$ cat config.mk
export PLATFORM = sky130hd
export DESIGN_NAME = char_lcd_nibble_writer_flat
export DESIGN_NICKNAME = d
export VERILOG_FILES = /design/src/design/clnw_pkg.sv /design/src/design/clnw_if.sv /design/src/design/char_lcd_nibble_writer.sv /design/src/design/clnw_front.sv /design/src/design/clnw_queue.sv /design/src/design/clnw_back.sv /design/src/flat_wrapper.sv
export SDC_FILE = /design/constraint.sdc
export NUM_CORES = 1
export LEC_CHECK = 0
export ABC_AREA = 1
export BUFFER_PORTS_ARGS = -buffer_cell sky130_fd_sc_hd__buf_4
export CAP_MARGIN = 10
export CELL_PAD_IN_SITES_DETAIL_PLACEMENT = 1
export CELL_PAD_IN_SITES_GLOBAL_PLACEMENT = 1
export CORE_ASPECT_RATIO = 1.2
export CORE_MARGIN = 2
export CORE_UTILIZATION = 50
export DETAILED_ROUTE_END_ITERATION = 16
export GPL_TIMING_DRIVEN = 0
export PLACE_DENSITY_LB_ADDON = 0.25
export SLEW_MARGIN = 20
export SYNTH_ARGS = -nofsm -noshare
export SYNTH_HDL_FRONTEND = slang
export SYNTH_SLANG_ARGS = --single-unit
$ cat constraint.sdc
create_clock -name clk_i -period 6 [get_ports clk_i]
set_clock_uncertainty 0.05 [all_clocks]
set_input_delay 0.6 -clock clk_i [delete_from_list [all_inputs] [get_ports clk_i]]
set_output_delay 0.6 -clock clk_i [all_outputs]
set_load 0.05 [all_outputs]
$ cat src/design/clnw_pkg.sv
// Package with the types, codes and command tables of the character LCD nibble writer.
package clnw_pkg;

  localparam int QUEUE_DEPTH = 2;

  localparam logic [5:0] COLUMNS_RESET = 6'd16;
  localparam logic [7:0] ROW_EVEN_BASE = 8'h80;
  localparam logic [7:0] ROW_ODD_BASE  = 8'hC0;
  localparam logic [7:0] NEWLINE_CHAR  = 8'd10;

  localparam logic [4:0] INIT_FIRST  = 5'd0;
  localparam logic [4:0] CLEAR_FIRST = 5'd12;
  localparam logic [4:0] SEQ_LAST    = 5'd17;

  localparam logic [4:0] STEP_GOTO_HI = 5'd0;
  localparam logic [4:0] STEP_GOTO_LO = 5'd1;
  localparam logic [4:0] STEP_DATA_HI = 5'd2;
  localparam logic [4:0] STEP_DATA_LO = 5'd3;

  typedef enum logic [1:0] {
    FUNC_INIT  = 2'd0,
    FUNC_CLEAR = 2'd1,
    FUNC_GOTO  = 2'd2,
    FUNC_PUT   = 2'd3
  } func_e;

  typedef enum logic {
    KIND_TABLE = 1'b0,
    KIND_BYTES = 1'b1
  } kind_e;

  typedef struct packed {
    kind_e      kind;
    logic [4:0] first_idx;
    logic [4:0] last_idx;
    logic [7:0] goto_byte;
    logic [7:0] data_byte;
  } clnw_entry_t;

  typedef struct packed {
    logic        valid;
    clnw_entry_t entry;
  } clnw_slot_t;

  function automatic logic [7:0] row_base(input logic [1:0] row, input logic [5:0] cols);
    logic [7:0] base;
    case (row)
      2'd0:    base = ROW_EVEN_BASE;
      2'd1:    base = ROW_ODD_BASE;
      2'd2:    base = ROW_EVEN_BASE + {2'b00, cols};
      default: base = ROW_ODD_BASE + {2'b00, cols};
    endcase
    return base;
  endfunction

  // Power-up nibbles 3,3,3,2, bytes 0x28 0x04 0x85 0x06, then clear bytes 0x02 0x0C 0x01.
  function automatic logic [3:0] seq_nibble(input logic [4:0] idx);
    logic [3:0] nib;
    case (idx)
      5'd0, 5'd1, 5'd2:                   nib = 4'h3;
      5'd3, 5'd4, 5'd13:                  nib = 4'h2;
      5'd5, 5'd8:                         nib = 4'h8;
      5'd7:                               nib = 4'h4;
      5'd9:                               nib = 4'h5;
      5'd11:                              nib = 4'h6;
      5'd15:                              nib = 4'hC;
      5'd17:                              nib = 4'h1;
      default:                            nib = 4'h0;
    endcase
    return nib;
  endfunction

endpackage

$ cat src/design/clnw_if.sv
// Valid/ready channel interfaces for commands and for nibble writes.
interface clnw_cmd_if;
  logic       valid;
  logic       ready;
  logic [1:0] func;
  logic [7:0] char_code;
  logic [5:0] column;
  logic [1:0] row;

  modport source (output valid, output func, output char_code, output column,
                  output row, input ready);
  modport sink (input valid, input func, input char_code, input column,
                input row, output ready);
endinterface

interface clnw_nib_if;
  logic       valid;
  logic       ready;
  logic [3:0] nibble;
  logic       reg_select;
  logic       last;

  modport source (output valid, output nibble, output reg_select, output last,
                  input ready);
  modport sink (input valid, input nibble, input reg_select, input last,
                output ready);
endinterface

$ cat src/design/char_lcd_nibble_writer.sv
// Top level of the character LCD nibble writer for a 4-bit controller bus.
//
//   channel   direction  beat payload
//   cmd_i     in         func, char_code, column, row
//   nib_o     out        nibble, reg_select, last
//   cfg       in         cfg_we_i, cfg_data_i (columns)
//
// Each nibble beat takes one cycle from the sequencer unless nib_o stalls; a put is
// two or four beats, a goto two, clear six, init eighteen; the sequencer sets the rate.
// Commands are taken while the queue has room, so the front end runs ahead of the bus.
// Reset clears the cursor, the queue and the output valid flag and sets columns to 16.
// A stalled nib_o holds its beat while the queue keeps absorbing commands.
module char_lcd_nibble_writer import clnw_pkg::*; #(
  parameter int QueueDepth = QUEUE_DEPTH
) (
  input  logic       clk_i,
  input  logic       rst_ni,
  input  logic       cfg_we_i,
  input  logic [5:0] cfg_data_i,
  clnw_cmd_if.sink   cmd_i,
  clnw_nib_if.source nib_o
);

  clnw_slot_t push;
  clnw_slot_t head;
  logic       q_full;
  logic       pop;

  clnw_front u_front (
    .clk_i      (clk_i),
    .rst_ni     (rst_ni),
    .cfg_we_i   (cfg_we_i),
    .cfg_data_i (cfg_data_i),
    .cmd        (cmd_i),
    .q_full_i   (q_full),
    .push_o     (push)
  );

  clnw_queue #(
    .Depth (QueueDepth)
  ) u_queue (
    .clk_i  (clk_i),
    .rst_ni (rst_ni),
    .push_i (push),
    .pop_i  (pop),
    .full_o (q_full),
    .head_o (head)
  );

  clnw_back u_back (
    .clk_i  (clk_i),
    .rst_ni (rst_ni),
    .head_i (head),
    .pop_o  (pop),
    .nib    (nib_o)
  );

endmodule

$ cat src/design/clnw_front.sv
// Command front end: column register, cursor tracking and command classification.
module clnw_front import clnw_pkg::*; (
  input  logic        clk_i,
  input  logic        rst_ni,
  input  logic        cfg_we_i,
  input  logic [5:0]  cfg_data_i,
  clnw_cmd_if.sink    cmd,
  input  logic        q_full_i,
  output clnw_slot_t  push_o
);

  logic [5:0] columns_q;
  logic [6:0] col_q, col_d;
  logic [1:0] row_q, row_d;
  logic       accept;
  logic [1:0] row_next;
  logic [6:0] col_inc;
  clnw_entry_t entry;

  assign cmd.ready = !q_full_i;
  assign accept    = cmd.valid && cmd.ready;
  assign row_next  = row_q + 2'd1;
  assign col_inc   = col_q + 7'd1;

  always_comb begin
    col_d           = col_q;
    row_d           = row_q;
    entry.kind      = KIND_TABLE;
    entry.first_idx = INIT_FIRST;
    entry.last_idx  = SEQ_LAST;
    entry.goto_byte = row_base(cmd.row, columns_q) + {2'b00, cmd.column};
    entry.data_byte = cmd.char_code;
    unique case (func_e'(cmd.func))
      FUNC_INIT: begin
        col_d = '0;
        row_d = '0;
      end
      FUNC_CLEAR: begin
        entry.first_idx = CLEAR_FIRST;
        col_d           = '0;
        row_d           = '0;
      end
      FUNC_GOTO: begin
        entry.kind      = KIND_BYTES;
        entry.first_idx = STEP_GOTO_HI;
        entry.last_idx  = STEP_GOTO_LO;
        col_d           = {1'b0, cmd.column};
        row_d           = cmd.row;
      end
      default: begin
        entry.kind      = KIND_BYTES;
        entry.goto_byte = row_base(row_next, columns_q);
        if (cmd.char_code == NEWLINE_CHAR) begin
          entry.first_idx = STEP_GOTO_HI;
          entry.last_idx  = STEP_GOTO_LO;
          col_d           = '0;
          row_d           = row_next;
        end else if (col_inc > {1'b0, columns_q}) begin
          entry.first_idx = STEP_GOTO_HI;
          entry.last_idx  = STEP_DATA_LO;
          col_d           = 7'd1;
          row_d           = row_next;
        end else begin
          entry.first_idx = STEP_DATA_HI;
          entry.last_idx  = STEP_DATA_LO;
          col_d           = col_inc;
        end
      end
    endcase
  end

  assign push_o.valid = accept;
  assign push_o.entry = entry;

  always_ff @(posedge clk_i or negedge rst_ni) begin
    if (!rst_ni) begin
      columns_q <= COLUMNS_RESET;
      col_q     <= '0;
      row_q     <= '0;
    end else begin
      if (cfg_we_i) begin
        columns_q <= cfg_data_i;
      end
      if (accept) begin
        col_q <= col_d;
        row_q <= row_d;
      end
    end
  end

endmodule

$ cat src/design/clnw_queue.sv
// Short queue of classified commands between the front end and the nibble sequencer.
module clnw_queue import clnw_pkg::*; #(
  parameter int Depth = QUEUE_DEPTH
) (
  input  logic       clk_i,
  input  logic       rst_ni,
  input  clnw_slot_t push_i,
  input  logic       pop_i,
  output logic       full_o,
  output clnw_slot_t head_o
);

  localparam int PtrW = (Depth > 1) ? $clog2(Depth) : 1;
  localparam int CntW = $clog2(Depth + 1);
  localparam logic [PtrW-1:0] PtrMax = PtrW'(Depth - 1);
  localparam logic [CntW-1:0] CntFull = CntW'(Depth);

  clnw_entry_t     mem_q [Depth];
  logic [PtrW-1:0] wr_q, rd_q;
  logic [CntW-1:0] cnt_q;
  logic            do_push, do_pop;

  assign full_o       = cnt_q == CntFull;
  assign head_o.valid = cnt_q != '0;
  assign head_o.entry = mem_q[rd_q];
  assign do_push      = push_i.valid && !full_o;
  assign do_pop       = pop_i && head_o.valid;

  always_ff @(posedge clk_i) begin
    if (do_push) begin
      mem_q[wr_q] <= push_i.entry;
    end
  end

  always_ff @(posedge clk_i or negedge rst_ni) begin
    if (!rst_ni) begin
      wr_q  <= '0;
      rd_q  <= '0;
      cnt_q <= '0;
    end else begin
      if (do_push) begin
        wr_q <= (wr_q == PtrMax) ? '0 : wr_q + PtrW'(1);
      end
      if (do_pop) begin
        rd_q <= (rd_q == PtrMax) ? '0 : rd_q + PtrW'(1);
      end
      if (do_push && !do_pop) begin
        cnt_q <= cnt_q + CntW'(1);
      end else if (do_pop && !do_push) begin
        cnt_q <= cnt_q - CntW'(1);
      end
    end
  end

endmodule

$ cat src/design/clnw_back.sv
// Nibble sequencer: expands queued commands into nibble beats through an output register.
module clnw_back import clnw_pkg::*; (
  input  logic        clk_i,
  input  logic        rst_ni,
  input  clnw_slot_t  head_i,
  output logic        pop_o,
  clnw_nib_if.source  nib
);

  clnw_entry_t cur_q;
  logic        busy_q;
  logic [4:0]  idx_q;
  logic        ov_q;
  logic [3:0]  nib_q;
  logic        rs_q, last_q;
  logic        out_free, emit, is_last;
  logic [7:0]  sel_byte;
  logic [3:0]  nib_d;
  logic        rs_d;

  assign out_free = !ov_q || nib.ready;
  assign emit     = busy_q && out_free;
  assign is_last  = idx_q == cur_q.last_idx;
  assign pop_o    = head_i.valid && (!busy_q || (emit && is_last));

  assign sel_byte = idx_q[1] ? cur_q.data_byte : cur_q.goto_byte;

  always_comb begin
    if (cur_q.kind == KIND_TABLE) begin
      nib_d = seq_nibble(idx_q);
      rs_d  = 1'b0;
    end else begin
      nib_d = idx_q[0] ? sel_byte[3:0] : sel_byte[7:4];
      rs_d  = idx_q[1];
    end
  end

  always_ff @(posedge clk_i) begin
    if (pop_o) begin
      cur_q <= head_i.entry;
    end
    if (emit) begin
      nib_q  <= nib_d;
      rs_q   <= rs_d;
      last_q <= is_last;
    end
  end

  always_ff @(posedge clk_i or negedge rst_ni) begin
    if (!rst_ni) begin
      busy_q <= 1'b0;
      idx_q  <= '0;
      ov_q   <= 1'b0;
    end else begin
      if (pop_o) begin
        busy_q <= 1'b1;
        idx_q  <= head_i.entry.first_idx;
      end else if (emit && is_last) begin
        busy_q <= 1'b0;
      end else if (emit) begin
        idx_q <= idx_q + 5'd1;
      end
      if (emit) begin
        ov_q <= 1'b1;
      end else if (nib.ready) begin
        ov_q <= 1'b0;
      end
    end
  end

  assign nib.valid      = ov_q;
  assign nib.nibble     = nib_q;
  assign nib.reg_select = rs_q;
  assign nib.last       = last_q;

endmodule

$ cat src/flat_wrapper.sv
// flat-port wrapper written by rule: the top's interface ports become plain ports
module char_lcd_nibble_writer_flat import clnw_pkg::*;
#(
  parameter int QueueDepth = QUEUE_DEPTH
)
  (clk_i, rst_ni, cfg_we_i, cfg_data_i, cmd_i_valid, cmd_i_func, cmd_i_char_code, cmd_i_column, cmd_i_row, cmd_i_ready, nib_o_valid, nib_o_nibble, nib_o_reg_select, nib_o_last, nib_o_ready);
  clnw_cmd_if cmd_i_i ();
  clnw_nib_if nib_o_i ();
  input  logic clk_i;
  input  logic rst_ni;
  input  logic cfg_we_i;
  input  logic [5:0] cfg_data_i;
  input wire logic [$bits(cmd_i_i.valid)-1:0] cmd_i_valid;
  input wire logic [$bits(cmd_i_i.func)-1:0] cmd_i_func;
  input wire logic [$bits(cmd_i_i.char_code)-1:0] cmd_i_char_code;
  input wire logic [$bits(cmd_i_i.column)-1:0] cmd_i_column;
  input wire logic [$bits(cmd_i_i.row)-1:0] cmd_i_row;
  output wire logic [$bits(cmd_i_i.ready)-1:0] cmd_i_ready;
  output wire logic [$bits(nib_o_i.valid)-1:0] nib_o_valid;
  output wire logic [$bits(nib_o_i.nibble)-1:0] nib_o_nibble;
  output wire logic [$bits(nib_o_i.reg_select)-1:0] nib_o_reg_select;
  output wire logic [$bits(nib_o_i.last)-1:0] nib_o_last;
  input wire logic [$bits(nib_o_i.ready)-1:0] nib_o_ready;
  assign cmd_i_i.valid = cmd_i_valid;
  assign cmd_i_i.func = cmd_i_func;
  assign cmd_i_i.char_code = cmd_i_char_code;
  assign cmd_i_i.column = cmd_i_column;
  assign cmd_i_i.row = cmd_i_row;
  assign cmd_i_ready = cmd_i_i.ready;
  assign nib_o_valid = nib_o_i.valid;
  assign nib_o_nibble = nib_o_i.nibble;
  assign nib_o_reg_select = nib_o_i.reg_select;
  assign nib_o_last = nib_o_i.last;
  assign nib_o_i.ready = nib_o_ready;
  char_lcd_nibble_writer #(.QueueDepth(QueueDepth)) u_core (.clk_i(clk_i), .rst_ni(rst_ni), .cfg_we_i(cfg_we_i), .cfg_data_i(cfg_data_i), .cmd_i(cmd_i_i), .nib_o(nib_o_i));
endmodule
==> out/metrics.csv <==
stage,metric,value,unit
logic_synthesis,Ys Warns,0,
logic_synthesis,commonest cells in the netlist,"145 x nand2_1, 67 x edfxtp_1, 48 x inv_1, 33 x nor2_1, 25 x dfrtp_1",
logic_synthesis,Synth Net Count,520,
drt,Routed Wire Length,10500,um
layout,fin cells,642,
global_route,grt ovf,0,
layout,Layout Nets,569,
logic_synthesis,most common cell in the synthesized netlist,nand2_1,
setup_path,Crit Path Class,flip-flop to flip-flop,
clock_network,Max Root-Sink Buffers,2,
pwr,Power Dens Cells,498,nW/um2
setup_path,CP Data Arrival Time,2.71,ns
drt,WL per Instance,16.3,um
logic_synthesis,most area-consuming cells after synthesis,"edfxtp_1 44%, dfrtp_1 14%, nand2_1 12%",
logic_synthesis,cell taking the most area after synthesis,edfxtp_1,
clock_network,cts bufs inserted,9,
layout,area occupied by multi-input gates,1650,um2
clock_network,hold_buf cts,0,
logic_synthesis,Synth Flop Type,edfxtp_1,
drt,DR pass1 iterations,4,
clock_network,CTS root buffer,clkbuf_8,
logic_synthesis,post-synthesis cell type count,40,
sta,final period utilization,40.9,%
logic_synthesis,area share of the largest cell type after synthesis,44.0,%
layout,layout cells sized above 1,13.8,%
place,Area after DPL,5020,um2
floorplan,DIE AREA,9930,um2
logic_synthesis,share of flip-flops with an asynchronous set or reset,28.0,%
clock_network,Post-CTS Resized,0,
pwr,peak supply drop,0.213,mV
clock_network,CTS H-Tree Depth,3,
sta,final setup fails,0,
global_route,routing usage on met1,23.0,%
job,max-cap viol count,0,
place,port buffer count,36,
layout,post-route cell area,5240,um2
clock_network,register clock-pin slew on the reported worst setup and hold paths,0.09,ns
logic_synthesis,sequential area share after synthesis,58.3,%
place,dpl cells,626,
layout,Fillers,1034,
global_route,initial antenna violation count,0,
global_route,met3 capacity usage during global routing,2.83,%
layout,sequential cell area,2660,um2
floorplan,I/O pins,37,
sta,RSZ-0062 raised after global routing,false,
floorplan,Starting Density,50.9,%
layout,"Core Util, Final",58.3,%
floorplan,Core Area,8990,um2
layout,synthesis-to-finish area growth,14.6,%
global_route,busiest layer in global routing,met2,
sta,Final Max Tran Viols,0,
setup_path,Worst setup SP type,flip-flop,
worst_hold_path,Hold Crit Class,input port to async pin,
place,Final Wtd Congestion,0.871,
global_route,M2 GR Usage,44.7,%
drt,Via density,5.31,
global_route,first-pass GRT wire length,17000,um
setup_path,Worst setup EP type,flip-flop,
clock_network,Clock Latency Late Sink,0.37,ns
drt,DR iter-0 viols,80,
sta,Sum Neg Setup Slack,0,ns
logic_synthesis,syn avg cell area,9.77,um2
clock_network,clock sink total,93,
logic_synthesis,number of flops mapped to enable cells by yosys,67,
sta,Final Critical Period,2.45,ns
drt,via count,3412,
sta,Achievable Freq,408,MHz
logic_synthesis,Post-Syn Area,4570,um2
sta,Max-Slew Margin vs Limit,57.6,%
clock_network,CTS tree,yes,
setup_path,CP required,6.26,ns
pwr,leakage,2.39,nW
setup_path,worst-path fanout max,7,
place,DP Wirelength,7970,um
global_route,gr usage total,22.6,%
global_route,via count of the first global-routing pass,3537,
sta,final hold vios,0,
clock_network,Post-CTS Setup Bufs,0,
run_status,run status,finished clean,
drt,DRC violations left,0,
floorplan,die height,109,um
floorplan,row cnt,38,
sta,final hold slack,0.105,ns
sta,Slew @ Worst Pin,0.634,ns
logic_synthesis,Mapped Cells,468,
floorplan,DIE WIDTH,91.3,um
drt,final antenna-violating net count,0,
global_route,pin count of the biggest net entering global routing,27,
logic_synthesis,flip-flop and latch count after synthesis,93,
layout,diodes inserted,0,
-- cells in the final DEF, fill, tap and decap left out, types with 3 or more instances in the layout --
master,synthesis,layout
ha_1,22,22
nand2_2,5,5
nand3_1,23,23
inv_1,48,48
o22ai_1,3,3
o21ai_0,20,20
buf_4,1,37
o211ai_1,3,3
nor2_2,2,4
dfrtp_1,25,25
nor2_1,33,31
nand4_1,12,12
clkbuf_8,0,10
nand2_1,145,145
a21oi_1,17,17
clkbuf_1,7,9
edfxtp_1,67,67
xor2_1,7,7
buf_6,1,3
-- stage by stage --
step	setup WS, ns	power (mW)
global placement	3.36	2.07
global route	3.30	2.79
floorplan	3.61	1.82
detailed placement	3.57	2.15
CTS	3.53	2.63
finish	3.55	2.61
-- state kept, by name (all words and copies together), names as in the netlist --
signal,cells
u_core.u_back.nib.nibble,4
u_core.u_back.nib.reg_select,1
u_core.u_back.busy_q,1
u_core.u_front.row_q,2
u_core.u_queue.cnt_q,2
u_core.u_queue.rd_q,1
u_core.u_front.columns_q,6
u_core.u_queue.wr_q,1
u_core.u_queue.mem_q,42
u_core.u_front.col_q,7
u_core.u_back.nib.last,1
u_core.u_back.cur_q,19
u_core.u_back.nib.valid,1
u_core.u_back.idx_q,5
-- worst paths after layout --
check | from | end | slack [ns] | depth (start not counted)
setup / recovery | u_core.u_front.col_q[0] | u_core.u_front.row_q[0] | 3.55 | 14
hold / removal | rst_ni | u_core.u_back.idx_q[0] | 0.11 | 1
setup reg to reg | u_core.u_front.col_q[0] | u_core.u_front.row_q[0] | 3.55 | 14
hold reg to reg | u_core.u_queue.cnt_q[0] | u_core.u_queue.cnt_q[0] | 0.44 | 1
max in group asynchronous | rst_ni | u_core.u_front.columns_q[4] | 5.47 | 1
min in group clk_i | cmd_i_char_code[5] | u_core.u_queue.mem_q[0][5] | 0.38 | 1
-- power breakdown --
group	switching, mW	internal, mW
clock	0.217	0.246
sequential	0.113	0.956
combinational	0.731	0.343
total	1.06	1.55
-- kinds of logic after synthesis --
| family | Yosys count | synth area share, % |
|---|---|---|
| simple gates | 226 | 21.0 |
| flops | 93 | 58.3 |
| buf+inv | 63 | 5.64 |
| compound gates | 54 | 6.87 |
| fa+ha+maj | 23 | 6.46 |
| xor+xnor | 9 | 1.72 |
-- metal layers --
metal / up-vias / routed length, um
li1: 1657 / -
met3: 22 / 223
met5: - / 0
met2: 51 / 5920
met4: 0 / 340
met1: 1682 / 3970
-- layout make-up --
cell class / count / area share, %
multi-input combinational: 312 / 31.6
inverter: 51 / 3.80
clock inverter: 4 / 1.39
clock buffer: 12 / 2.77
sequential: 93 / 50.9
tap: 120 / 2.87
buffer: 12 / 1.12
timing repair buffer: 38 / 5.59
-- worst max-delay path, cell delays in order, from the launching register on --
cell and delay, ns:
dfrtp_1 0.46, ha_1 0.23, nand2_1 0.11, nor2_4 0.12, xor2_1 0.25, ha_1 0.28, nand2_1 0.10, inv_1 0.05
a21oi_1 0.12, nand2_1 0.07, nand2_1 0.22, nand3_4 0.12, nand2_1 0.10, nand2_1 0.05, nand2_1 0.06
No activity file was read; power rests on OpenSTA's default activity.
